[src/rtl/ows_pkg.sv]
`timescale 1ns / 1ps
// ----------------------------------------------------------------------------
// ows_pkg
// types and constants shared by the one-wire temperature master
// ----------------------------------------------------------------------------
package ows_pkg;

    localparam int unsigned CFG_COUNT = 8;
    localparam int unsigned CFG_IDX_W = 3;
    localparam int unsigned CFG_W     = 12;
    localparam int unsigned TICK_W    = 12;

    typedef enum logic [1:0] {
        CMD_NONE    = 2'd0,
        CMD_CONVERT = 2'd1,
        CMD_READ    = 2'd2,
        CMD_UNUSED  = 2'd3
    } t_cmd;

    typedef enum logic [3:0] {
        PH_IDLE     = 4'd0,
        PH_RST_LOW  = 4'd1,
        PH_RST_WAIT = 4'd2,
        PH_RST_TAIL = 4'd3,
        PH_W_LOW    = 4'd4,
        PH_W_DATA   = 4'd5,
        PH_W_REC    = 4'd6,
        PH_R_LOW    = 4'd7,
        PH_R_WAIT   = 4'd8,
        PH_R_TAIL   = 4'd9,
        PH_R_REC    = 4'd10
    } t_phase;

    // register indexes
    localparam logic [CFG_IDX_W-1:0] REG_RESET_LOW     = 3'd0;
    localparam logic [CFG_IDX_W-1:0] REG_PRESENCE_WAIT = 3'd1;
    localparam logic [CFG_IDX_W-1:0] REG_PRESENCE_TAIL = 3'd2;
    localparam logic [CFG_IDX_W-1:0] REG_WRITE_LOW     = 3'd3;
    localparam logic [CFG_IDX_W-1:0] REG_WRITE_DATA    = 3'd4;
    localparam logic [CFG_IDX_W-1:0] REG_READ_LOW      = 3'd5;
    localparam logic [CFG_IDX_W-1:0] REG_READ_SAMPLE   = 3'd6;
    localparam logic [CFG_IDX_W-1:0] REG_READ_TAIL     = 3'd7;

    // bus command bytes
    localparam logic [7:0] ROM_SKIP      = 8'hCC;
    localparam logic [7:0] FN_CONVERT    = 8'h44;
    localparam logic [7:0] FN_READ_PAD   = 8'hBE;

    localparam logic [1:0] BYTE_FIRST    = 2'd0;
    localparam logic [1:0] BYTE_SECOND   = 2'd1;
    localparam logic [1:0] BYTE_RX_LOW   = 2'd2;
    localparam logic [1:0] BYTE_RX_HIGH  = 2'd3;
    localparam logic [2:0] BIT_LAST      = 3'd7;

    typedef logic [CFG_W-1:0] t_cfg [CFG_COUNT];

    function automatic logic [CFG_W-1:0] cfg_default(input logic [CFG_IDX_W-1:0] idx);
        logic [CFG_W-1:0] v;
        unique case (idx)
            REG_RESET_LOW:     v = 12'd500;
            REG_PRESENCE_WAIT: v = 12'd75;
            REG_PRESENCE_TAIL: v = 12'd500;
            REG_WRITE_LOW:     v = 12'd10;
            REG_WRITE_DATA:    v = 12'd50;
            REG_READ_LOW:      v = 12'd5;
            REG_READ_SAMPLE:   v = 12'd5;
            REG_READ_TAIL:     v = 12'd50;
            default:           v = 12'd1;
        endcase
        return v;
    endfunction

    typedef struct packed {
        t_phase            phase;
        logic [TICK_W-1:0] tick_count;
        logic [2:0]        bit_index;
        logic [1:0]        byte_index;
        logic [7:0]        shift_byte;
        logic              is_read_job;
        logic [7:0]        low_byte_hold;
        logic [15:0]       temperature;
        logic              presence;
    } t_state;

    typedef struct packed {
        logic        drive_low;
        logic        busy;
        logic        done;
        logic        no_presence;
        logic [15:0] temperature;
    } t_result;

endpackage

[src/rtl/ows_cfg.sv]
`timescale 1ns / 1ps
// ----------------------------------------------------------------------------
// ows_cfg
// slot timing register file, written through a plain write port
// ----------------------------------------------------------------------------
module ows_cfg (
    input  logic                          i_clk,
    input  logic                          i_rst_n,
    input  logic                          i_cfg_we,
    input  logic [ows_pkg::CFG_IDX_W-1:0] i_cfg_idx,
    input  logic [ows_pkg::CFG_W-1:0]     i_cfg_data,
    output ows_pkg::t_cfg                 o_cfg
);
    import ows_pkg::*;

    t_cfg r_cfg;

    always_ff @(posedge i_clk) begin
        for (int i = 0; i < CFG_COUNT; i++) begin
            if (!i_rst_n) begin
                r_cfg[i] <= cfg_default(CFG_IDX_W'(i));
            end else if (i_cfg_we && (i_cfg_idx == CFG_IDX_W'(i))) begin
                r_cfg[i] <= i_cfg_data;
            end
        end
    end

    assign o_cfg = r_cfg;

endmodule

[src/rtl/ows_step.sv]
`timescale 1ns / 1ps
// ----------------------------------------------------------------------------
// ows_step
// next state and per-tick result of the bus sequencer
// ----------------------------------------------------------------------------
module ows_step #(
    parameter int unsigned RECOVERY_TICKS = 2
) (
    input  ows_pkg::t_state  i_state,
    input  ows_pkg::t_cfg    i_cfg,
    input  logic [1:0]       i_command,
    input  logic             i_bus_in,
    output ows_pkg::t_state  o_state,
    output ows_pkg::t_result o_result
);
    import ows_pkg::*;

    localparam logic [TICK_W-1:0] REC_LEN = TICK_W'(RECOVERY_TICKS);

    t_state            s;
    t_phase            next_ph;
    logic              drive;
    logic              done;
    logic [TICK_W-1:0] raw_len;
    logic [TICK_W-1:0] len;
    logic [TICK_W:0]   tick_inc;

    always_comb begin
        s       = i_state;
        drive   = 1'b0;
        done    = 1'b0;
        raw_len = REC_LEN;

        // command start, same tick
        if (s.phase == PH_IDLE &&
            (t_cmd'(i_command) == CMD_CONVERT || t_cmd'(i_command) == CMD_READ)) begin
            s.phase       = PH_RST_LOW;
            s.tick_count  = '0;
            s.is_read_job = (t_cmd'(i_command) == CMD_READ);
            s.bit_index   = '0;
            s.byte_index  = BYTE_FIRST;
            s.shift_byte  = '0;
        end

        next_ph = s.phase;

        unique case (s.phase)
            PH_RST_LOW, PH_W_LOW, PH_R_LOW: drive = 1'b1;
            PH_W_DATA:                      drive = ~s.shift_byte[0];
            default:                        drive = 1'b0;
        endcase

        // samples on the first tick of the tail phases
        if (s.tick_count == '0) begin
            if (s.phase == PH_RST_TAIL) begin
                s.presence = i_bus_in;
            end else if (s.phase == PH_R_TAIL) begin
                s.shift_byte = {i_bus_in, s.shift_byte[7:1]};
            end
        end

        unique case (s.phase)
            PH_RST_LOW:  raw_len = i_cfg[REG_RESET_LOW];
            PH_RST_WAIT: raw_len = i_cfg[REG_PRESENCE_WAIT];
            PH_RST_TAIL: raw_len = i_cfg[REG_PRESENCE_TAIL];
            PH_W_LOW:    raw_len = i_cfg[REG_WRITE_LOW];
            PH_W_DATA:   raw_len = i_cfg[REG_WRITE_DATA];
            PH_R_LOW:    raw_len = i_cfg[REG_READ_LOW];
            PH_R_WAIT:   raw_len = i_cfg[REG_READ_SAMPLE];
            PH_R_TAIL:   raw_len = i_cfg[REG_READ_TAIL];
            default:     raw_len = REC_LEN;
        endcase
        len      = (raw_len == '0) ? TICK_W'(1) : raw_len;
        tick_inc = {1'b0, s.tick_count} + (TICK_W+1)'(1);

        if (s.phase != PH_IDLE) begin
            if (tick_inc >= {1'b0, len}) begin
                s.tick_count = '0;
                unique case (s.phase)
                    PH_RST_LOW:  next_ph = PH_RST_WAIT;
                    PH_RST_WAIT: next_ph = PH_RST_TAIL;
                    PH_RST_TAIL: begin
                        s.shift_byte = ROM_SKIP;
                        s.bit_index  = '0;
                        s.byte_index = BYTE_FIRST;
                        next_ph      = PH_W_LOW;
                    end
                    PH_W_LOW:    next_ph = PH_W_DATA;
                    PH_W_DATA:   next_ph = PH_W_REC;
                    PH_W_REC: begin
                        s.shift_byte = {1'b0, s.shift_byte[7:1]};
                        next_ph      = PH_W_LOW;
                        if (s.bit_index == BIT_LAST) begin
                            s.bit_index = '0;
                            if (s.byte_index == BYTE_FIRST) begin
                                s.byte_index = BYTE_SECOND;
                                s.shift_byte = s.is_read_job ? FN_READ_PAD : FN_CONVERT;
                            end else if (s.is_read_job) begin
                                s.byte_index = BYTE_RX_LOW;
                                s.shift_byte = '0;
                                next_ph      = PH_R_LOW;
                            end else begin
                                next_ph = PH_IDLE;
                                done    = 1'b1;
                            end
                        end else begin
                            s.bit_index = s.bit_index + 3'd1;
                        end
                    end
                    PH_R_LOW:    next_ph = PH_R_WAIT;
                    PH_R_WAIT:   next_ph = PH_R_TAIL;
                    PH_R_TAIL:   next_ph = PH_R_REC;
                    PH_R_REC: begin
                        next_ph = PH_R_LOW;
                        if (s.bit_index == BIT_LAST) begin
                            s.bit_index = '0;
                            if (s.byte_index == BYTE_RX_LOW) begin
                                s.low_byte_hold = s.shift_byte;
                                s.byte_index    = BYTE_RX_HIGH;
                                s.shift_byte    = '0;
                            end else begin
                                s.temperature = {s.shift_byte, s.low_byte_hold};
                                next_ph       = PH_IDLE;
                                done          = 1'b1;
                            end
                        end else begin
                            s.bit_index = s.bit_index + 3'd1;
                        end
                    end
                    default:     next_ph = PH_IDLE;
                endcase
                s.phase = next_ph;
            end else begin
                s.tick_count = tick_inc[TICK_W-1:0];
            end
        end

        o_state                = s;
        o_result.drive_low     = drive;
        o_result.busy          = (s.phase != PH_IDLE);
        o_result.done          = done;
        o_result.no_presence   = s.presence;
        o_result.temperature   = s.temperature;
    end

endmodule

[src/rtl/onewire_temp_sensor_master.sv]
`timescale 1ns / 1ps
// ----------------------------------------------------------------------------
// onewire_temp_sensor_master
// one-wire bus master for convert and read-temperature transactions
// ----------------------------------------------------------------------------
// usage
//   one input transfer is one microsecond tick: a command (0 none, 1 start
//   conversion, 2 read temperature) and the sampled bus level for the tick
//   every input transfer yields exactly one result transfer: the open-drain
//   pull-low drive for that tick, busy, a one-tick done pulse, the presence
//   sample and the last read temperature (signed, 1/16 degree)
//   commands are taken only while idle; slot timing comes from eight
//   12-bit tick-count registers on the write port, written while idle
// registers and throughput
//   the sequencer state and the result register both update at the input
//   transfer, from the same combinational step; one tick per cycle while the
//   receiver is not stalling the result channel
// reset and stall
//   synchronous active-low reset returns the sequencer to idle, clears the
//   result register and loads the default slot timings
//   a stalled receiver holds the result; a new tick is still taken in the
//   cycle the held result is taken, so there is no bubble
// ----------------------------------------------------------------------------
module onewire_temp_sensor_master #(
    parameter int unsigned RECOVERY_TICKS = 2
) (
    input  logic                          i_clk,
    input  logic                          i_rst_n,
    // configuration write port
    input  logic                          i_cfg_we,
    input  logic [ows_pkg::CFG_IDX_W-1:0] i_cfg_idx,
    input  logic [ows_pkg::CFG_W-1:0]     i_cfg_data,
    // tick input channel
    input  logic                          i_in_valid,
    output logic                          o_in_ready,
    input  logic [1:0]                    i_command,
    input  logic                          i_bus_in,
    // result channel
    output logic                          o_out_valid,
    input  logic                          i_out_ready,
    output logic                          o_drive_low,
    output logic                          o_busy_res,
    output logic                          o_done_res,
    output logic                          o_no_presence,
    output logic signed [15:0]            o_temperature
);
    import ows_pkg::*;

    t_cfg    cfg;
    t_state  r_state;
    t_state  n_state;
    t_result r_result;
    t_result n_result;
    logic    r_out_valid;
    logic    in_xfer;

    ows_cfg u_cfg (
        .i_clk      (i_clk),
        .i_rst_n    (i_rst_n),
        .i_cfg_we   (i_cfg_we),
        .i_cfg_idx  (i_cfg_idx),
        .i_cfg_data (i_cfg_data),
        .o_cfg      (cfg)
    );

    ows_step #(
        .RECOVERY_TICKS (RECOVERY_TICKS)
    ) u_step (
        .i_state   (r_state),
        .i_cfg     (cfg),
        .i_command (i_command),
        .i_bus_in  (i_bus_in),
        .o_state   (n_state),
        .o_result  (n_result)
    );

    // take a tick whenever the result slot is empty or being emptied
    assign o_in_ready = !r_out_valid || i_out_ready;
    assign in_xfer    = i_in_valid && o_in_ready;

    // sequencer state
    always_ff @(posedge i_clk) begin
        if (!i_rst_n) begin
            r_state <= '0;
        end else if (in_xfer) begin
            r_state <= n_state;
        end
    end

    // result register
    always_ff @(posedge i_clk) begin
        if (!i_rst_n) begin
            r_out_valid <= 1'b0;
            r_result    <= '0;
        end else if (in_xfer) begin
            r_out_valid <= 1'b1;
            r_result    <= n_result;
        end else if (i_out_ready) begin
            r_out_valid <= 1'b0;
        end
    end

    assign o_out_valid   = r_out_valid;
    assign o_drive_low   = r_result.drive_low;
    assign o_busy_res    = r_result.busy;
    assign o_done_res    = r_result.done;
    assign o_no_presence = r_result.no_presence;
    assign o_temperature = $signed(r_result.temperature);

endmodule
[config.mk]
export PLATFORM = sky130hd
export DESIGN_NAME = onewire_temp_sensor_master
export DESIGN_NICKNAME = d
export VERILOG_FILES = /design/src/rtl/ows_pkg.sv /design/src/rtl/ows_cfg.sv /design/src/rtl/ows_step.sv /design/src/rtl/onewire_temp_sensor_master.sv
export SDC_FILE = /design/constraint.sdc
export NUM_CORES = 1
export LEC_CHECK = 0
export ABC_AREA = 1
export BUFFER_PORTS_ARGS = -buffer_cell sky130_fd_sc_hd__buf_2
export CORE_MARGIN = 4
export CORE_UTILIZATION = 51
export DETAILED_ROUTE_END_ITERATION = 8
export PLACE_DENSITY = 0.68
export SLEW_MARGIN = 20
export SYNTH_ARGS = -nofsm -noshare
export SYNTH_HDL_FRONTEND = slang
export SYNTH_SLANG_ARGS = --single-unit
[constraint.sdc]
create_clock -name i_clk -period 4.9 [get_ports i_clk]
set_input_delay 0.49 -clock i_clk [delete_from_list [all_inputs] [get_ports i_clk]]
set_output_delay 0.49 -clock i_clk [all_outputs]
set_load 0.02 [all_outputs]
==> implementation parameters <==
Parameter                              Value

Status
  Outcome ... completed

Yosys
  Main flop type after synthesis ... sky130_fd_sc_hd__dfxtp_1
  Dominant combinational cell family by area after synthesis ... simple AND/OR/NAND/NOR gates
  Cell area after technology mapping ... 0.008157 mm2
  Xor-xnor portion of the synthesized cell area ... 0.9664%
  Complex-gate fraction of the synthesized area ... 12.82%
  Fraction of registers with async set or reset after synthesis ... 0%
  Cells taking the most area after synthesis ... sky130_fd_sc_hd__dfxtp_1, sky130_fd_sc_hd__nand2_1, sky130_fd_sc_hd__nor2_1, sky130_fd_sc_hd__o21ai_0, sky130_fd_sc_hd__nand3_1
  Post-Syn Area per Cell ... 6.621 um2
  Biggest area consumer among synthesized cells ... sky130_fd_sc_hd__dfxtp_1
  Area share of fa/ha/maj cells after synthesis ... 2.608%
  Number of synthesized register bits ... 155
  EDFF count, synth ... 0
  Fraction of the mapped netlist area in simple logic gates ... 34.70%
  Synthesized instance count ... 1,232
  Post-synth cell types ... 42
  Share of cell area taken by muxes after synthesis ... 0%
  Fraction of post-synthesis cell area in the top cell type by area ... 38.04%
  Synth Warn # ... 0
  Synthesized net count ... 1,272
  Sequential fraction of the synthesis area ... 38.04%

Cells and area
  Most frequent cells in the layout ... sky130_fd_sc_hd__nand2_1, sky130_fd_sc_hd__nor2_1, sky130_fd_sc_hd__dfxtp_1
  Commonest non-fill, non-tap cell in the layout ... sky130_fd_sc_hd__nand2_1
  Antenna cells ... 0
  Area growth from synthesis to final layout ... 8.652%
  Proportion of layout cells with a drive suffix above 1 ... 10.45%
  Number of nets in the layout ... 1,262
  Non-filler cells in the finished layout ... 1,446

Power
  Maximum VDD drop ... 0.0003417 V
  Static power due to leakage ... 4.179 nW
  Pwr Density ... 396.6 mW/mm2

Setup path
  Critical Path Sink Type ... register
  Most frequent CP cell ... sky130_fd_sc_hd__nand2_1
  Number of buffers and inverters on the critical path ... 3
  Standard cell with the maximum stage delay on the critical path ... sky130_fd_sc_hd__dfxtp_1
  CP top delay family ... simple AND/OR/NAND/NOR gates
  Required time of the worst setup path ... 5200 ps
  Classification of the worst setup path ... register to register
  Critical Path Source Type ... register
  List of cells traversed by the critical path ... inv_2, nand3_2, buf_4, nand2_1, inv_1, ha_1, nand3_2, nor2_2, nand2_1, xor2_1, ha_1, nand2_1, nor2_1, nand2_1, nand2_1, nor2_1, nand2_1, nand2_1, nand2_1, nand2_1, nand2_8, nand3_4, o21ai_0, a21oi_1
  Crit Path Max Fanout ... 28
  Max stage delay on crit path ... 530 ps
  Crit path DAT ... 4370 ps

Route
  Antenna violation net count after detailed routing ... 0
  Wire length per cell ... 14.88 um
  Wire length the detailed router placed on met1 ... 9715 um
  Final wirelength ... 21,520 um
  Remaining DRCs ... 0
  Total length of routed met2 wires ... 10,000 um
  First-pass DRT Iterations ... 5
  Highest signal layer in the routed design ... met4
  Vias/cell ... 5.297
  Starting DRT DRC Count ... 691
  Length of routed met3 wiring ... 1271 um
  Total via count in the routed design ... 7,660

Clock network
  Post-CTS setup buffer count ... 0
  Clock Pin Slew Worst Setup and Hold Paths ... 60 ps
  Clk root buf ... sky130_fd_sc_hd__clkbuf_16
  Post-CTS Hold Fix Bufs ... 0
  Post-cts repair resize count ... 0
  Total number of H-tree levels ... 4
  Sinks on the clock net ... 155
  Clock Latency Late Sink ... 420 ps
  TritonCTS clock tree ... done
  Clock tree buffer depth ... 2
  Number of buffers created by CTS ... 17

Job
  Maxcap violations ... 0

Timing
  Worst slew pin tran ... 917.8 ps
  Unrepaired setup endpoints after global routing ... false
  Part of the cycle the worst path needs ... 82.92%
  Final Setup Violations ... 0
  Max-slew violations ... 0
  Shortest clock period the worst path allows after layout ... 4063 ps
  Peak clock frequency supported by timing ... 246.1 MHz
  Number of hold violations in the final report ... 0
  Worst-case hold slack ... 355.4 ps
  Setup clock skew after layout ... 6.983 ps
  Total negative slack for setup checks ... 0 ps
  Rel. slew slack ... 38.74%

Die
  Starting density of the core ... 52.87%
  Die X-Extent ... 134.5 um
  DIE HEIGHT ... 134.5 um
  Number of rows in the core area ... 45
  CORE AREA ... 0.01543 mm2
  Full die area ... 0.01808 mm2
  Top-level port count ... 45

Placement
  IO buf count ... 44
  Half-perimeter wire length of the detailed placement result ... 14,350 um
  Final RePlAce weighted congestion ... 0.8763
  Total instance count after detailed placement ... 1,414

Global route
  Remaining global-route overflow ... 0
  Largest net degree at the start of global routing ... 98
  Antenna violations before repair ... 0
  Global-route wire length before repair ... 35,660 um
  Via count of the first global-routing pass ... 7,053
  Tot GR Track Use ... 24.38%

Hold path
  Type of the most critical hold path ... primary input to register
[synth_stat cells (2+ instances only)]
master and number:
sky130_fd_sc_hd__nand2_1 313, sky130_fd_sc_hd__nor2_1 203, sky130_fd_sc_hd__dfxtp_1 155, sky130_fd_sc_hd__o21ai_0 114, sky130_fd_sc_hd__inv_1 94, sky130_fd_sc_hd__nand3_1 91, sky130_fd_sc_hd__a21oi_1 55, sky130_fd_sc_hd__clkbuf_1 41
sky130_fd_sc_hd__nand4_1 23, sky130_fd_sc_hd__buf_4 19, sky130_fd_sc_hd__ha_1 17, sky130_fd_sc_hd__buf_6 10, sky130_fd_sc_hd__nand2_2 10, sky130_fd_sc_hd__buf_2 9, sky130_fd_sc_hd__inv_2 9, sky130_fd_sc_hd__o21ai_1 9
sky130_fd_sc_hd__a22oi_1 8, sky130_fd_sc_hd__clkbuf_2 7, sky130_fd_sc_hd__xor2_1 6, sky130_fd_sc_hd__nor3_1 5, sky130_fd_sc_hd__nand3_2 4, sky130_fd_sc_hd__a31oi_1 3, sky130_fd_sc_hd__nor2_4 3, sky130_fd_sc_hd__xnor2_1 3
sky130_fd_sc_hd__nand2_4 2, sky130_fd_sc_hd__nor2_2 2, sky130_fd_sc_hd__nor3_2 2
[cells by family (layout without fill, tap and decap cells)]
kind of cell             after synthesis  in the layout
AND/OR/NAND/NOR                      663            663
AO/OA/AOI/OAI                        197            197
buffers and inverters                191            194
flip-flops                           155            155
adder cells (fa/ha/maj)               17             17
XOR/XNOR                               9              9
[sequential cells by signal (all words and copies together), names as in the netlist]
| name | count |
|---|---|
| o_out_valid | 1 |
| o_done_res | 1 |
| o_temperature | 16 |
| r_state | 38 |
| o_drive_low | 1 |
| u_cfg.o_cfg | 96 |
| o_busy_res | 1 |
| o_no_presence | 1 |
[final cells by class]
cell class,instances,area [um2]
Clock buffer,20,446.7
Clock inverter,12,161.4
Fill cell,1502,6565
Inverter,105,396.6
Multi-Input combinational cell,886,4170
Sequential cell,155,3103
Tap cell,211,264.0
Timing Repair Buffer,57,320.3
[per-layer routing]
layer	global-route usage [%]	up-vias
met5	0	-
met1	32.10	3490
li1	-	3913
met3	4.844	29
met4	7.975	0
met2	40.34	228
[metrics by stage]
step | area [um2] | utilization (%) | total power [mW] | worst slack (ps)
after floorplan | 8157 | - | 2.009 | 1068
after global placement | 8252 | 53.49 | 2.162 | 662.3
after detailed placement | 8252 | 53.49 | 2.167 | 587.6
after CTS | 8860 | 57.43 | 3.525 | 699.4
after global routing | 8862 | 57.45 | 3.701 | 397.8
final | 8862 | 57.45 | 3.515 | 836.7
[worst paths after layout]
check	end	slack (ps)	depth (start not counted)	from
min reg2reg	o_temperature[10]$_SDFFE_PN0P_	440	2	o_temperature[10]$_SDFFE_PN0P_
max reg2reg	o_temperature[0]$_SDFFE_PN0P_	840	24	r_state[52]$_SDFFE_PN0P_
min	o_out_valid$_SDFFE_PN0P_	360	4	i_out_ready
max	o_temperature[0]$_SDFFE_PN0P_	840	24	r_state[52]$_SDFFE_PN0P_
[tightest hold or removal path: cells and delay by family]
kind / cells / cell delay, ps
buffers and inverters: 2 / 100
and+or+nand+nor: 1 / 70
AOI/OAI and AO/OA: 1 / 60
[report_power, final]
part / switching (mW) / internal, mW
clock: 0.544 / 0.822
sequential: 0.0438 / 1.32
combinational: 0.559 / 0.225
Note: power is estimated with default switching activity, not from simulation.
